**config.mk**
```make
export PLATFORM = sky130hd
export DESIGN_NAME = json_comment_lexer
export DESIGN_NICKNAME = d
export VERILOG_FILES = /design/src/jcl_pkg.sv /design/src/jcl_front.sv /design/src/jcl_queue.sv /design/src/jcl_back.sv /design/src/json_comment_lexer.sv
export SDC_FILE = /design/constraint.sdc
export NUM_CORES = 1
export LEC_CHECK = 0
export ABC_CLOCK_PERIOD_IN_PS = 3900
export BUFFER_PORTS_ARGS = -buffer_cell sky130_fd_sc_hd__buf_2
export CAP_MARGIN = 40
export CORE_ASPECT_RATIO = 0.75
export CORE_UTILIZATION = 25
export DETAILED_ROUTE_END_ITERATION = 12
export GPL_TIMING_DRIVEN = 1
export MAX_ROUTING_LAYER = met4
export PLACE_DENSITY = 0.51
export SYNTH_ARGS = -nofsm -noshare
export SYNTH_HDL_FRONTEND = slang
export SYNTH_SLANG_ARGS = --single-unit
```
**constraint.sdc**
```tcl
create_clock -name clk_i -period 3.9 [get_ports clk_i]
set_clock_uncertainty 0.05 [all_clocks]
set_input_delay 0.585 -clock clk_i [delete_from_list [all_inputs] [get_ports clk_i]]
set_output_delay 0.585 -clock clk_i [all_outputs]
set_load 0.05 [all_outputs]
```
**src/jcl_pkg.sv**
```systemverilog
package jcl_pkg;

  // Width of the position fields on the output stream
  localparam int PosW      = 24;
  localparam int QueueDepth = 4;
  localparam int QueuePtrW  = 2;

  localparam logic [7:0] ChLbrace   = 8'h7B;
  localparam logic [7:0] ChRbrace   = 8'h7D;
  localparam logic [7:0] ChLbracket = 8'h5B;
  localparam logic [7:0] ChRbracket = 8'h5D;
  localparam logic [7:0] ChColon    = 8'h3A;
  localparam logic [7:0] ChComma    = 8'h2C;
  localparam logic [7:0] ChSlash    = 8'h2F;
  localparam logic [7:0] ChStar     = 8'h2A;
  localparam logic [7:0] ChNewline  = 8'h0A;
  localparam logic [7:0] ChTab      = 8'h09;
  localparam logic [7:0] ChReturn   = 8'h0D;
  localparam logic [7:0] ChSpace    = 8'h20;
  localparam logic [7:0] ChQuote    = 8'h22;

  typedef enum logic [2:0] {
    MODE_IDLE,
    MODE_STRING,
    MODE_WORD,
    MODE_SLASH,
    MODE_LINEC,
    MODE_BLOCK,
    MODE_STAR,
    MODE_ERROR
  } mode_e;

  typedef enum logic [2:0] {
    EV_PUNCT,
    EV_BEGIN,
    EV_VALUE,
    EV_END,
    EV_ERROR
  } ev_kind_e;

  typedef enum logic [2:0] {
    TK_LBRACE,
    TK_COMMA,
    TK_RBRACE,
    TK_LBRACKET,
    TK_RBRACKET,
    TK_COLON,
    TK_STRING,
    TK_WORD
  } tok_e;

  // One queue entry: the one or two events caused by a byte.
  // Both events of a pair share one position.
  typedef struct packed {
    logic             two;
    ev_kind_e         kind0;
    tok_e             tok0;
    ev_kind_e         kind1;
    tok_e             tok1;
    logic [7:0]       vbyte;
    logic [PosW-1:0]  line;
    logic [PosW-1:0]  col;
  } rec_t;

  function automatic logic is_space(input logic [7:0] c);
    return (c == ChSpace) || (c == ChTab) || (c == ChReturn) || (c == ChNewline);
  endfunction

  function automatic logic is_punct(input logic [7:0] c);
    return (c == ChLbrace) || (c == ChComma) || (c == ChRbrace) ||
           (c == ChLbracket) || (c == ChRbracket) || (c == ChColon);
  endfunction

  function automatic tok_e punct_tok(input logic [7:0] c);
    tok_e t;
    unique case (c)
      ChComma:    t = TK_COMMA;
      ChRbrace:   t = TK_RBRACE;
      ChLbracket: t = TK_LBRACKET;
      ChRbracket: t = TK_RBRACKET;
      ChColon:    t = TK_COLON;
      default:    t = TK_LBRACE;
    endcase
    return t;
  endfunction

endpackage

```
**src/jcl_front.sv**
```systemverilog
module jcl_front #(
  parameter int POSITION_BITS = 24
) (
  input  logic             clk_i,
  input  logic             rst_ni,
  input  logic             in_valid_i,
  input  logic [7:0]       in_byte_i,
  output logic             in_ready_o,
  input  logic             full_i,
  output logic             push_o,
  output jcl_pkg::rec_t    rec_o
);

  localparam int ExtW = (POSITION_BITS > jcl_pkg::PosW) ? POSITION_BITS : jcl_pkg::PosW;

  jcl_pkg::mode_e           mode_q, mode_d;
  logic [POSITION_BITS-1:0] line_q, line_d;
  logic [POSITION_BITS-1:0] col_q, col_d;
  logic                     accept;
  logic                     is_nl;
  logic [ExtW-1:0]          line_new_ext, col_new_ext, line_old_ext, col_old_ext;
  logic [1:0]               nev;
  logic                     use_old;

  assign in_ready_o = !full_i;
  assign accept     = in_valid_i && in_ready_o;
  assign is_nl      = (in_byte_i == jcl_pkg::ChNewline);

  // Counters after this byte; error mode freezes them
  always_comb begin
    line_d = line_q;
    col_d  = col_q;
    if (mode_q != jcl_pkg::MODE_ERROR) begin
      if (is_nl) begin
        if (line_q != {POSITION_BITS{1'b1}}) line_d = line_q + POSITION_BITS'(1);
        col_d = '0;
      end else if (col_q != {POSITION_BITS{1'b1}}) begin
        col_d = col_q + POSITION_BITS'(1);
      end
    end
  end

  // Next mode
  always_comb begin
    mode_d = mode_q;
    unique case (mode_q)
      jcl_pkg::MODE_IDLE: begin
        if (in_byte_i == jcl_pkg::ChQuote)                     mode_d = jcl_pkg::MODE_STRING;
        else if (in_byte_i == jcl_pkg::ChSlash)                mode_d = jcl_pkg::MODE_SLASH;
        else if (!jcl_pkg::is_space(in_byte_i) && !jcl_pkg::is_punct(in_byte_i))
          mode_d = jcl_pkg::MODE_WORD;
      end
      jcl_pkg::MODE_STRING: if (in_byte_i == jcl_pkg::ChQuote) mode_d = jcl_pkg::MODE_IDLE;
      jcl_pkg::MODE_WORD: begin
        if (jcl_pkg::is_space(in_byte_i) || jcl_pkg::is_punct(in_byte_i))
          mode_d = jcl_pkg::MODE_IDLE;
      end
      jcl_pkg::MODE_SLASH: begin
        if (in_byte_i == jcl_pkg::ChSlash)     mode_d = jcl_pkg::MODE_LINEC;
        else if (in_byte_i == jcl_pkg::ChStar) mode_d = jcl_pkg::MODE_BLOCK;
        else                                   mode_d = jcl_pkg::MODE_ERROR;
      end
      jcl_pkg::MODE_LINEC: if (is_nl) mode_d = jcl_pkg::MODE_IDLE;
      jcl_pkg::MODE_BLOCK: if (in_byte_i == jcl_pkg::ChStar) mode_d = jcl_pkg::MODE_STAR;
      jcl_pkg::MODE_STAR: begin
        if (in_byte_i == jcl_pkg::ChSlash)     mode_d = jcl_pkg::MODE_IDLE;
        else if (in_byte_i != jcl_pkg::ChStar) mode_d = jcl_pkg::MODE_BLOCK;
      end
      jcl_pkg::MODE_ERROR: mode_d = jcl_pkg::MODE_ERROR;
      default:             mode_d = jcl_pkg::MODE_ERROR;
    endcase
  end

  // Event decode
  always_comb begin
    nev        = 2'd0;
    use_old    = 1'b0;
    rec_o.two   = 1'b0;
    rec_o.kind0 = jcl_pkg::EV_PUNCT;
    rec_o.tok0  = jcl_pkg::TK_LBRACE;
    rec_o.kind1 = jcl_pkg::EV_PUNCT;
    rec_o.tok1  = jcl_pkg::TK_LBRACE;
    rec_o.vbyte = in_byte_i;
    unique case (mode_q)
      jcl_pkg::MODE_IDLE: begin
        if (jcl_pkg::is_punct(in_byte_i)) begin
          nev = 2'd1;
          rec_o.tok0 = jcl_pkg::punct_tok(in_byte_i);
        end else if (in_byte_i == jcl_pkg::ChQuote) begin
          nev = 2'd1;
          rec_o.kind0 = jcl_pkg::EV_BEGIN;
          rec_o.tok0  = jcl_pkg::TK_STRING;
        end else if (!jcl_pkg::is_space(in_byte_i) && in_byte_i != jcl_pkg::ChSlash) begin
          // first byte of a bare word: begin, then the byte itself
          nev = 2'd2;
          rec_o.kind0 = jcl_pkg::EV_BEGIN;
          rec_o.tok0  = jcl_pkg::TK_WORD;
          rec_o.kind1 = jcl_pkg::EV_VALUE;
          rec_o.tok1  = jcl_pkg::TK_WORD;
        end
      end
      jcl_pkg::MODE_STRING: begin
        nev = 2'd1;
        rec_o.tok0  = jcl_pkg::TK_STRING;
        rec_o.kind0 = (in_byte_i == jcl_pkg::ChQuote) ? jcl_pkg::EV_END : jcl_pkg::EV_VALUE;
      end
      jcl_pkg::MODE_WORD: begin
        rec_o.tok0 = jcl_pkg::TK_WORD;
        if (jcl_pkg::is_punct(in_byte_i)) begin
          // delimiter closes the word and is lexed again as punctuation
          nev = 2'd2;
          rec_o.kind0 = jcl_pkg::EV_END;
          rec_o.tok1  = jcl_pkg::punct_tok(in_byte_i);
        end else if (jcl_pkg::is_space(in_byte_i)) begin
          nev = 2'd1;
          rec_o.kind0 = jcl_pkg::EV_END;
        end else begin
          nev = 2'd1;
          rec_o.kind0 = jcl_pkg::EV_VALUE;
        end
      end
      jcl_pkg::MODE_SLASH: begin
        if (in_byte_i != jcl_pkg::ChSlash && in_byte_i != jcl_pkg::ChStar) begin
          nev = 2'd1;
          use_old = 1'b1;
          rec_o.kind0 = jcl_pkg::EV_ERROR;
        end
      end
      default: nev = 2'd0;
    endcase
    rec_o.two  = (nev == 2'd2);
    rec_o.line = use_old ? line_old_ext[jcl_pkg::PosW-1:0] : line_new_ext[jcl_pkg::PosW-1:0];
    rec_o.col  = use_old ? col_old_ext[jcl_pkg::PosW-1:0]  : col_new_ext[jcl_pkg::PosW-1:0];
  end

  assign line_new_ext = ExtW'(line_d);
  assign col_new_ext  = ExtW'(col_d);
  assign line_old_ext = ExtW'(line_q);
  assign col_old_ext  = ExtW'(col_q);

  assign push_o = accept && (nev != 2'd0);

  always_ff @(posedge clk_i or negedge rst_ni) begin
    if (!rst_ni) begin
      mode_q <= jcl_pkg::MODE_IDLE;
      line_q <= POSITION_BITS'(1);
      col_q  <= '0;
    end else if (accept) begin
      mode_q <= mode_d;
      line_q <= line_d;
      col_q  <= col_d;
    end
  end

endmodule

```
**src/jcl_queue.sv**
```systemverilog
module jcl_queue (
  input  logic          clk_i,
  input  logic          rst_ni,
  input  logic          push_i,
  input  jcl_pkg::rec_t wdata_i,
  input  logic          pop_i,
  output logic          full_o,
  output logic          empty_o,
  output jcl_pkg::rec_t head_o
);

  jcl_pkg::rec_t                 mem_q [jcl_pkg::QueueDepth];
  logic [jcl_pkg::QueuePtrW-1:0] wptr_q, rptr_q;
  logic [jcl_pkg::QueuePtrW:0]   cnt_q, cnt_d;

  assign full_o  = (cnt_q == (jcl_pkg::QueuePtrW+1)'(jcl_pkg::QueueDepth));
  assign empty_o = (cnt_q == '0);
  assign head_o  = mem_q[rptr_q];

  always_comb begin
    cnt_d = cnt_q;
    if (push_i && !pop_i)      cnt_d = cnt_q + (jcl_pkg::QueuePtrW+1)'(1);
    else if (!push_i && pop_i) cnt_d = cnt_q - (jcl_pkg::QueuePtrW+1)'(1);
  end

  always_ff @(posedge clk_i or negedge rst_ni) begin
    if (!rst_ni) begin
      wptr_q <= '0;
      rptr_q <= '0;
      cnt_q  <= '0;
    end else begin
      cnt_q <= cnt_d;
      if (push_i) wptr_q <= wptr_q + jcl_pkg::QueuePtrW'(1);
      if (pop_i)  rptr_q <= rptr_q + jcl_pkg::QueuePtrW'(1);
    end
  end

  always_ff @(posedge clk_i) begin
    if (push_i) mem_q[wptr_q] <= wdata_i;
  end

endmodule

```
**src/jcl_back.sv**
```systemverilog
module jcl_back (
  input  logic                      clk_i,
  input  logic                      rst_ni,
  input  jcl_pkg::rec_t             head_i,
  input  logic                      empty_i,
  output logic                      pop_o,
  output logic                      valid_o,
  input  logic                      ready_i,
  output jcl_pkg::ev_kind_e         kind_o,
  output jcl_pkg::tok_e             tok_o,
  output logic [7:0]                vbyte_o,
  output logic [jcl_pkg::PosW-1:0]  line_o,
  output logic [jcl_pkg::PosW-1:0]  col_o,
  output logic                      last_o
);

  // second event of a pair is being shown
  logic phase_q, phase_d;
  logic beat;

  assign valid_o = !empty_i;
  assign beat    = valid_o && ready_i;
  assign kind_o  = phase_q ? head_i.kind1 : head_i.kind0;
  assign tok_o   = phase_q ? head_i.tok1  : head_i.tok0;
  assign vbyte_o = (kind_o == jcl_pkg::EV_VALUE) ? head_i.vbyte : 8'd0;
  assign line_o  = head_i.line;
  assign col_o   = head_i.col;
  assign last_o  = phase_q || !head_i.two;
  assign pop_o   = beat && last_o;

  always_comb begin
    phase_d = phase_q;
    if (beat) phase_d = !last_o;
  end

  always_ff @(posedge clk_i or negedge rst_ni) begin
    if (!rst_ni) phase_q <= 1'b0;
    else         phase_q <= phase_d;
  end

endmodule

```
**src/json_comment_lexer.sv**
```systemverilog
// Streaming lexer for JSON text with // and /* */ comments.
// Slave stream: one text byte per beat in s_axis_tdata_i.
// Master stream: one event per beat. tuser carries event kind and token kind,
// tdata carries value byte, line and column; tlast marks the final event
// caused by an input byte (a byte causes zero, one or two events).
// Front end: mode register plus line/column counters, decodes each byte into
// a queue entry in the cycle it is taken. Back end: drains the 4-entry queue,
// one event per cycle while the receiver is ready; each entry is registered in the queue.
// Throughput: one byte per cycle while the queue has room; a byte that yields two
// events (word start, word end followed by punctuation) takes two output beats, which the
// queue absorbs; sustained rate is one event a cycle while m_axis_tready_i is high.
// Reset: mode idle, line 1, column 0, queue empty, nothing valid.
// When the receiver stalls, the current event holds and the queue fills;
// s_axis_tready_o drops only when all 4 entries are taken.
// After a malformed comment the error event is sent and every later byte is
// taken and dropped until reset.
module json_comment_lexer #(
  parameter int POSITION_BITS = 24
) (
  input  logic        clk_i,
  input  logic        rst_ni,
  input  logic        s_axis_tvalid_i,
  output logic        s_axis_tready_o,
  input  logic [7:0]  s_axis_tdata_i,   // [7:0] text_byte
  output logic        m_axis_tvalid_o,
  input  logic        m_axis_tready_i,
  output logic [55:0] m_axis_tdata_o,   // [7:0] value_byte, [31:8] line_number,
                                        // [55:32] column_number
  output logic [5:0]  m_axis_tuser_o,   // [2:0] event_kind, [5:3] token_kind
  output logic        m_axis_tlast_o    // last_of_step
);

  logic                     push, pop, full, empty;
  jcl_pkg::rec_t            wrec, head;
  jcl_pkg::ev_kind_e        kind;
  jcl_pkg::tok_e            tok;
  logic [7:0]               vbyte;
  logic [jcl_pkg::PosW-1:0] line, col;

  jcl_front #(
    .POSITION_BITS (POSITION_BITS)
  ) u_front (
    .clk_i      (clk_i),
    .rst_ni     (rst_ni),
    .in_valid_i (s_axis_tvalid_i),
    .in_byte_i  (s_axis_tdata_i),
    .in_ready_o (s_axis_tready_o),
    .full_i     (full),
    .push_o     (push),
    .rec_o      (wrec)
  );

  jcl_queue u_queue (
    .clk_i   (clk_i),
    .rst_ni  (rst_ni),
    .push_i  (push),
    .wdata_i (wrec),
    .pop_i   (pop),
    .full_o  (full),
    .empty_o (empty),
    .head_o  (head)
  );

  jcl_back u_back (
    .clk_i   (clk_i),
    .rst_ni  (rst_ni),
    .head_i  (head),
    .empty_i (empty),
    .pop_o   (pop),
    .valid_o (m_axis_tvalid_o),
    .ready_i (m_axis_tready_i),
    .kind_o  (kind),
    .tok_o   (tok),
    .vbyte_o (vbyte),
    .line_o  (line),
    .col_o   (col),
    .last_o  (m_axis_tlast_o)
  );

  assign m_axis_tdata_o = {col, line, vbyte};
  assign m_axis_tuser_o = {tok, kind};

endmodule

```
* Word-level counts from Yosys, hierarchy flattened *
Memories as Yosys holds them, arrays and structs flattened.
Cells that the tools add are included.

cells by class
  $add $sub $neg = 6
  equality and inequality tests = 34
  muxes and demuxes = 51
  reduce and logical (&&, ||, !) cells = 32

operator list
  kind                                                                     count
  24-bit two-way mux                                                       8
  3-bit two-way mux                                                        20
  24-bit by 1-bit adder with 24-bit output, second input constant          2
  8-bit by 6-bit == test with 1-bit output, second input constant          6
  24-bit inequality test, second input constant                            2
  8-bit by 7-bit == test with 1-bit output, second input constant          4
  8-bit by 4-bit == test with 1-bit output, second input constant          3
  3-bit case mux with 8 select lines                                       1
  6-bit two-way mux                                                        3
  8-bit by 6-bit inequality test with 1-bit output, second input constant  2
  3-bit == test, second input constant                                     5
  3-bit case mux with 5 select lines                                       1
  3-bit case mux with 4 select lines                                       1
  1-bit logical OR                                                         10
  10-bit two-way mux                                                       1
  2-bit two-way mux                                                        5
  3-bit by 2-bit == test with 1-bit output, second input constant          3
  1-bit logical AND                                                        9
  3-bit case mux with 3 select lines                                       1
  1-bit logical NOT                                                        8
  8-bit two-way mux                                                        1
  2-bit by 1-bit inequality test with 1-bit output, second input constant  4
  2-bit case mux with 4 select lines                                       1
  1-bit two-way mux                                                        7
  12 further kinds                                                         15

storage, ports and cells
  flip-flop bits (word level) = 59
  RAM bits = 276
  bits of input ports = 12
  output and inout port bits = 65
  logic and storage cells = 131
  memories = 1

memory list
  name           depth  width  read ports  clocked after Yosys merged registers in  wr ports  RTL line         source
  u_queue.mem_q  4      69     1           0                                        1         jcl_queue.sv:12  jcl_pkg::rec_t mem_q [jcl_pkg::QueueDepth];

* Depth between registers and ports, before layout *
  depth after elaboration = 16
  depth in mapped cells = 13
  mapped depth without buffers = 12

* Modules after synthesis *
A second synthesis with hierarchy kept.

unflattened totals
  cell total of the unflattened synthesis = 1043
  area total of the unflattened synthesis = 15541.2 um2

by module, submodules not included
  module     times used  cells each  area each (um2)  sequential area each (um2)
  jcl_queue  1           395         10426.2          8463.1
  jcl_front  1           575         4484.3           1277.5
  jcl_back   1           73          630.6            25.0

* Worst setup path before layout *
No wires, ideal clock.

  path type = input to register
  from = input s_axis_tdata_i[1]
  to = memory u_queue.mem_q[0][0] in the netlist's numbering (enable)
  setup time = 432 ps
  arrival time = 3689 ps
  data required time = 3418 ps
  setup slack = -271 ps
  cell stages on the path = 7
  buffers on the path = 0
  cell sequence = or4b_1 > o22ai_1 > and3_1 > or2_2 > a32oi_1 > o32ai_4 > and2_1

between the ends
  cells in the longest elaborated chain, start to end = 14
  elaborated cells between the ends (all ways) = 34
  those cells by class = eq/ne: 13; mux: 8; reduce/logical: 13

RTL lines
  item                                                                                                         RTL line                  source
  start, declared                                                                                              json_comment_lexer.sv:24  input logic [7:0] s_axis_tdata_i,
  8-bit by 6-bit == test with 1-bit output / 8-bit by 4-bit == test with 1-bit output (equally long branches)  jcl_pkg.sv:66             return (c == ChSpace) || (c == ChTab) || (c == ChReturn) || (c == ChNewline);
  1-bit logical OR (3 in a row)                                                                                jcl_pkg.sv:66
  1-bit logical NOT                                                                                            jcl_front.sv:93           end else if (!jcl_pkg::is_space(in_byte_i) && in_byte_i != jcl_pkg::ChSlash) begin
  1-bit logical AND                                                                                            jcl_front.sv:93
  2-bit two-way mux                                                                                            jcl_front.sv:93
  2-bit two-way mux                                                                                            jcl_front.sv:89           end else if (in_byte_i == jcl_pkg::ChQuote) begin
  2-bit two-way mux                                                                                            jcl_front.sv:86           if (jcl_pkg::is_punct(in_byte_i)) begin
  2-bit case mux with 4 select lines *                                                                         jcl_front.sv:84           unique case (mode_q)
  2-bit nonzero test *                                                                                         jcl_front.sv:141          assign push_o = accept && (nev != 2'd0);
  1-bit logical AND *                                                                                          jcl_front.sv:141
  via push                                                                                                     json_comment_lexer.sv:33  logic push, pop, full, empty;
  1-bit two-way mux *                                                                                          jcl_queue.sv:39           if (push_i) mem_q[wptr_q] <= wdata_i;
  1-bit two-way mux (implied by the code) *                                                                    jcl_queue.sv:39
  end, declared                                                                                                jcl_queue.sv:12

Mark *: on every way through the listed nets, which the timed path passes. The rest lies on a longest branch.

* Worst setup path after layout *
  from = register u_queue.rptr_q[0] in the netlist's numbering
  to = output m_axis_tdata_o[1]

between the ends
  cells in the longest elaborated chain, start to end = 4

RTL lines
  item                                      RTL line                  source
  start, declared                           jcl_queue.sv:13           logic [jcl_pkg::QueuePtrW-1:0] wptr_q, rptr_q;
  start signal, assigned                    jcl_queue.sv:34           if (pop_i) rptr_q <= rptr_q + jcl_pkg::QueuePtrW'(1);
  memory 4 x 69 bit *                       --
  3-bit two-way mux                         jcl_back.sv:23            assign kind_o = phase_q ? head_i.kind1 : head_i.kind0;
  3-bit by 2-bit == test with 1-bit output  jcl_back.sv:25            assign vbyte_o = (kind_o == jcl_pkg::EV_VALUE) ? head_i.vbyte : 8'd0;
  8-bit two-way mux *                       jcl_back.sv:25
  end, declared                             json_comment_lexer.sv:27  output logic [55:0] m_axis_tdata_o,

Mark *: on every way between the ends. The rest lies on a longest branch, timed or not.

==> results by group <==
Outcome
  • Status: finished clean

STA
  • Final setup violation count: 0
  • Final worst path period need: 3.34 ns
  • Worst-case hold slack: 0.0573 ns
  • RSZ-0062 raised after global routing: false
  • Final Hold Viols: 0
  • Slew HR: 0.480
  • TNS Setup: 0 ns
  • Max Clock Freq: 300 MHz
  • Actual slew at the worst max-slew pin: 0.770 ns
  • Final Cycle Share: 0.855
  • Final Max Tran Viols: 0

Power and ir drop
  • Final Power: 10.9 mW
  • VDD IR max: 0.000294 V
  • Pwr/cell area: 647 nW/um^2
  • P_leak: 6.20 nW

Clock tree
  • Clk sinks: 327
  • Post-CTS Resized: 0
  • Clock Latency Late Sink: 0.53 ns
  • Clock tree buffer depth: 3
  • Clock-pin transition on the worst setup and hold timing paths: 0.06 ns
  • # hold bufs at CTS: 0
  • Setup repair bufs after CTS: 0
  • CTS H-tree lvls: 2
  • CTS Root Cell: clkbuf_16
  • CTS tree: done
  • Num CTS Buffers: 35

Detailed routing
  • Drc violations: 0
  • First-pass iteration count of the detailed router: 5
  • Via-to-Cell Ratio: 4.62
  • Final wirelength: 33000 um
  • Antenna Nets Post-Route: 0
  • Via count: 8228
  • WL/cell: 18.5 um
  • Iteration-0 DRC Markers: 735

Placed design
  • Placed instance count: 1717
  • Area post-placement: 15600 sq um
  • I/O Buffers: 76
  • GP Congestion: 0.799
  • Detailed-placement wirelength estimate: 21400 um

GRT
  • Largest net degree at the start of global routing: 50
  • First-pass GRT wire length: 51100 um
  • Grt ovf: 0
  • Initial antenna violation count: 1
  • Vias in the first global route: 8339
  • Total GRT Usage: 0.118

Synthesis
  • Post-synth cell types: 67
  • Area contributors post-synth: edfxtp_1 57%, mux4_2 11%, dfrtp_1 10%
  • Top-count cell post-synth: edfxtp_1
  • Syn. warnings: 0
  • Top_reg_cell synth: edfxtp_1
  • Avg Cell Area, Syn: 15.4 sq um
  • Synth area leader: edfxtp_1
  • Async SR Flop Fraction: 0.180
  • Seq/Total Area, Yosys: 0.671
  • Mapped Cells: 922
  • Synth top cells by count: 268 x edfxtp_1, 80 x nand2_1, 67 x mux4_2, 58 x dfrtp_1, 47 x nor2_1
  • Syn Nets: 942
  • Syn Std Cell Area: 14200 sq um
  • EDFF count, synth: 268
  • Yosys top cell area share: 0.567
  • Yosys reg bits: 327

Worst setup path
  • Data required, critical path: 3.26 ns
  • Arrival time worst endpoint: 2.70 ns
  • Slowest-stage cell, CP: mux4_2
  • Crit path max-delay family: multiplexers
  • CP Buf/Inv Count: 2
  • Critical path's largest stage delay: 0.55 ns
  • Critical Path Fanout Max: 17
  • Worst setup SP type: register
  • CP cell instances: buf_4 > mux4_2 > mux2_2 > and3_1 > buf_2
  • Crit. End Element: output port
  • Setup CP Type: reg2out

Floorplanning
  • Core area: 56000 sq um
  • Die Wd: 277 um
  • Die Ht: 208 um
  • # rows: 75
  • Initial Utilization: 0.254
  • Io pins: 77
  • Die area: 57800 sq um

Final layout
  • Share of cells above drive strength 1: 0.241
  • Fillers: 5515
  • Register area: 9530 sq um
  • Multi-input gate area: 4450 sq um
  • Design area: 16800 sq um
  • Non-Filler Instances: 1780
  • Layout Nets: 1043
  • Antenna Cells: 0
  • P&R area growth vs syn: 18.2%

Hold path
  • Worst Hold Class: in2async

Job
  • Max-cap violation count: 0
flip-flops by register name (all words and copies together), names as in the netlist:
signal	flops
u_queue.wptr_q	2
u_queue.mem_q	268
u_back.phase_q	1
u_front.col_old_ext	24
u_queue.rptr_q	2
u_front.mode_q	3
u_front.line_old_ext	24
u_queue.cnt_q	3
metal layers:
layer,track usage,up-vias,part of all wire
met4,0.0318,0,0.020
met2,0.179,177,0.46
met5,-,-,0
met3,0.0201,54,0.039
met1,0.164,4185,0.49
li1,-,3812,-
kinds of logic after synthesis:
group                      share of synthesized area
and+or+nand+nor                                0.103
muxes                                          0.113
buffers and inverters                         0.0165
DFF                                            0.671
xor gates and xnor gates                      0.0327
AOI/OAI and AO/OA                             0.0567
adders and majority gates                    0.00758
cell type report:
class	count	area share
flip-flops and latches	327	0.568
multi-input cells	538	0.265
clock buffers	53	0.0605
well taps	731	0.0545
repair buffers	108	0.0414
clock inverters	10	0.00782
inverters	13	0.00291
power by group:
| group | leakage (nW) | total, mW | internal [mW] | switching, mW |
|---|---|---|---|---|
| Clock | 0.556 | 3.34 | 2.00 | 1.33 |
| Sequential | 3.53 | 4.37 | 4.13 | 0.246 |
| Combinational | 2.11 | 3.16 | 1.04 | 2.12 |
| Total | 6.20 | 10.9 | 7.17 | 3.70 |
path summary, 6_finish.rpt:
path / startpoint / endpoint / slack (ns) / cells after the start
setup / recovery: u_queue.rptr_q[0]$_DFFE_PN0P_ / m_axis_tdata_o[1] / 0.56 / 5
hold / removal: rst_ni / u_front.line_old_ext[15]$_DFFE_PN0P_ / 0.06 / 1
setup reg to reg: u_front.mode_q[1]$_DFFE_PN0P_ / u_queue.mem_q[1][23]$_DFFE_PP_ / 0.81 / 5
hold reg to reg: u_queue.cnt_q[2]$_DFFE_PN0P_ / u_queue.cnt_q[2]$_DFFE_PN0P_ / 0.43 / 1
max in group asynchronous: rst_ni / u_front.col_old_ext[21]$_DFFE_PN0P_ / 2.95 / 2
min in group clk_i: m_axis_tready_i / u_back.phase_q$_DFFE_PN0P_ / 0.31 / 3
through the flow:
stage | worst slack, ns | util
after floorplan | 0.450 | -
after global placement | 0.342 | 0.279
after detailed placement | 0.331 | 0.279
after CTS | 0.488 | 0.300
after global routing | 0.412 | 0.300
final | 0.565 | 0.300
cells in the final DEF, fill, tap and decap left out, types with 6 or more instances in the layout:
master,instances
mux4_2,67
nand2_1,80
o311ai_0,9
or3_1,9
o211ai_1,7
nand3_1,30
nand4_1,14
o21ai_0,39
clkbuf_1,13
xor2_1,32
and2_1,9
nor2_1,47
buf_2,76
nor2b_1,8
xnor2_1,21
and3_1,15
clkbuf_16,37
o31ai_1,10
buf_12,6
buf_4,26
inv_1,13
nor3_1,20
mux2_2,7
ha_1,7
nand2b_1,10
dfrtp_1,56
a21oi_1,23
edfxtp_1,268
Power figures use the tool's default switching activity.
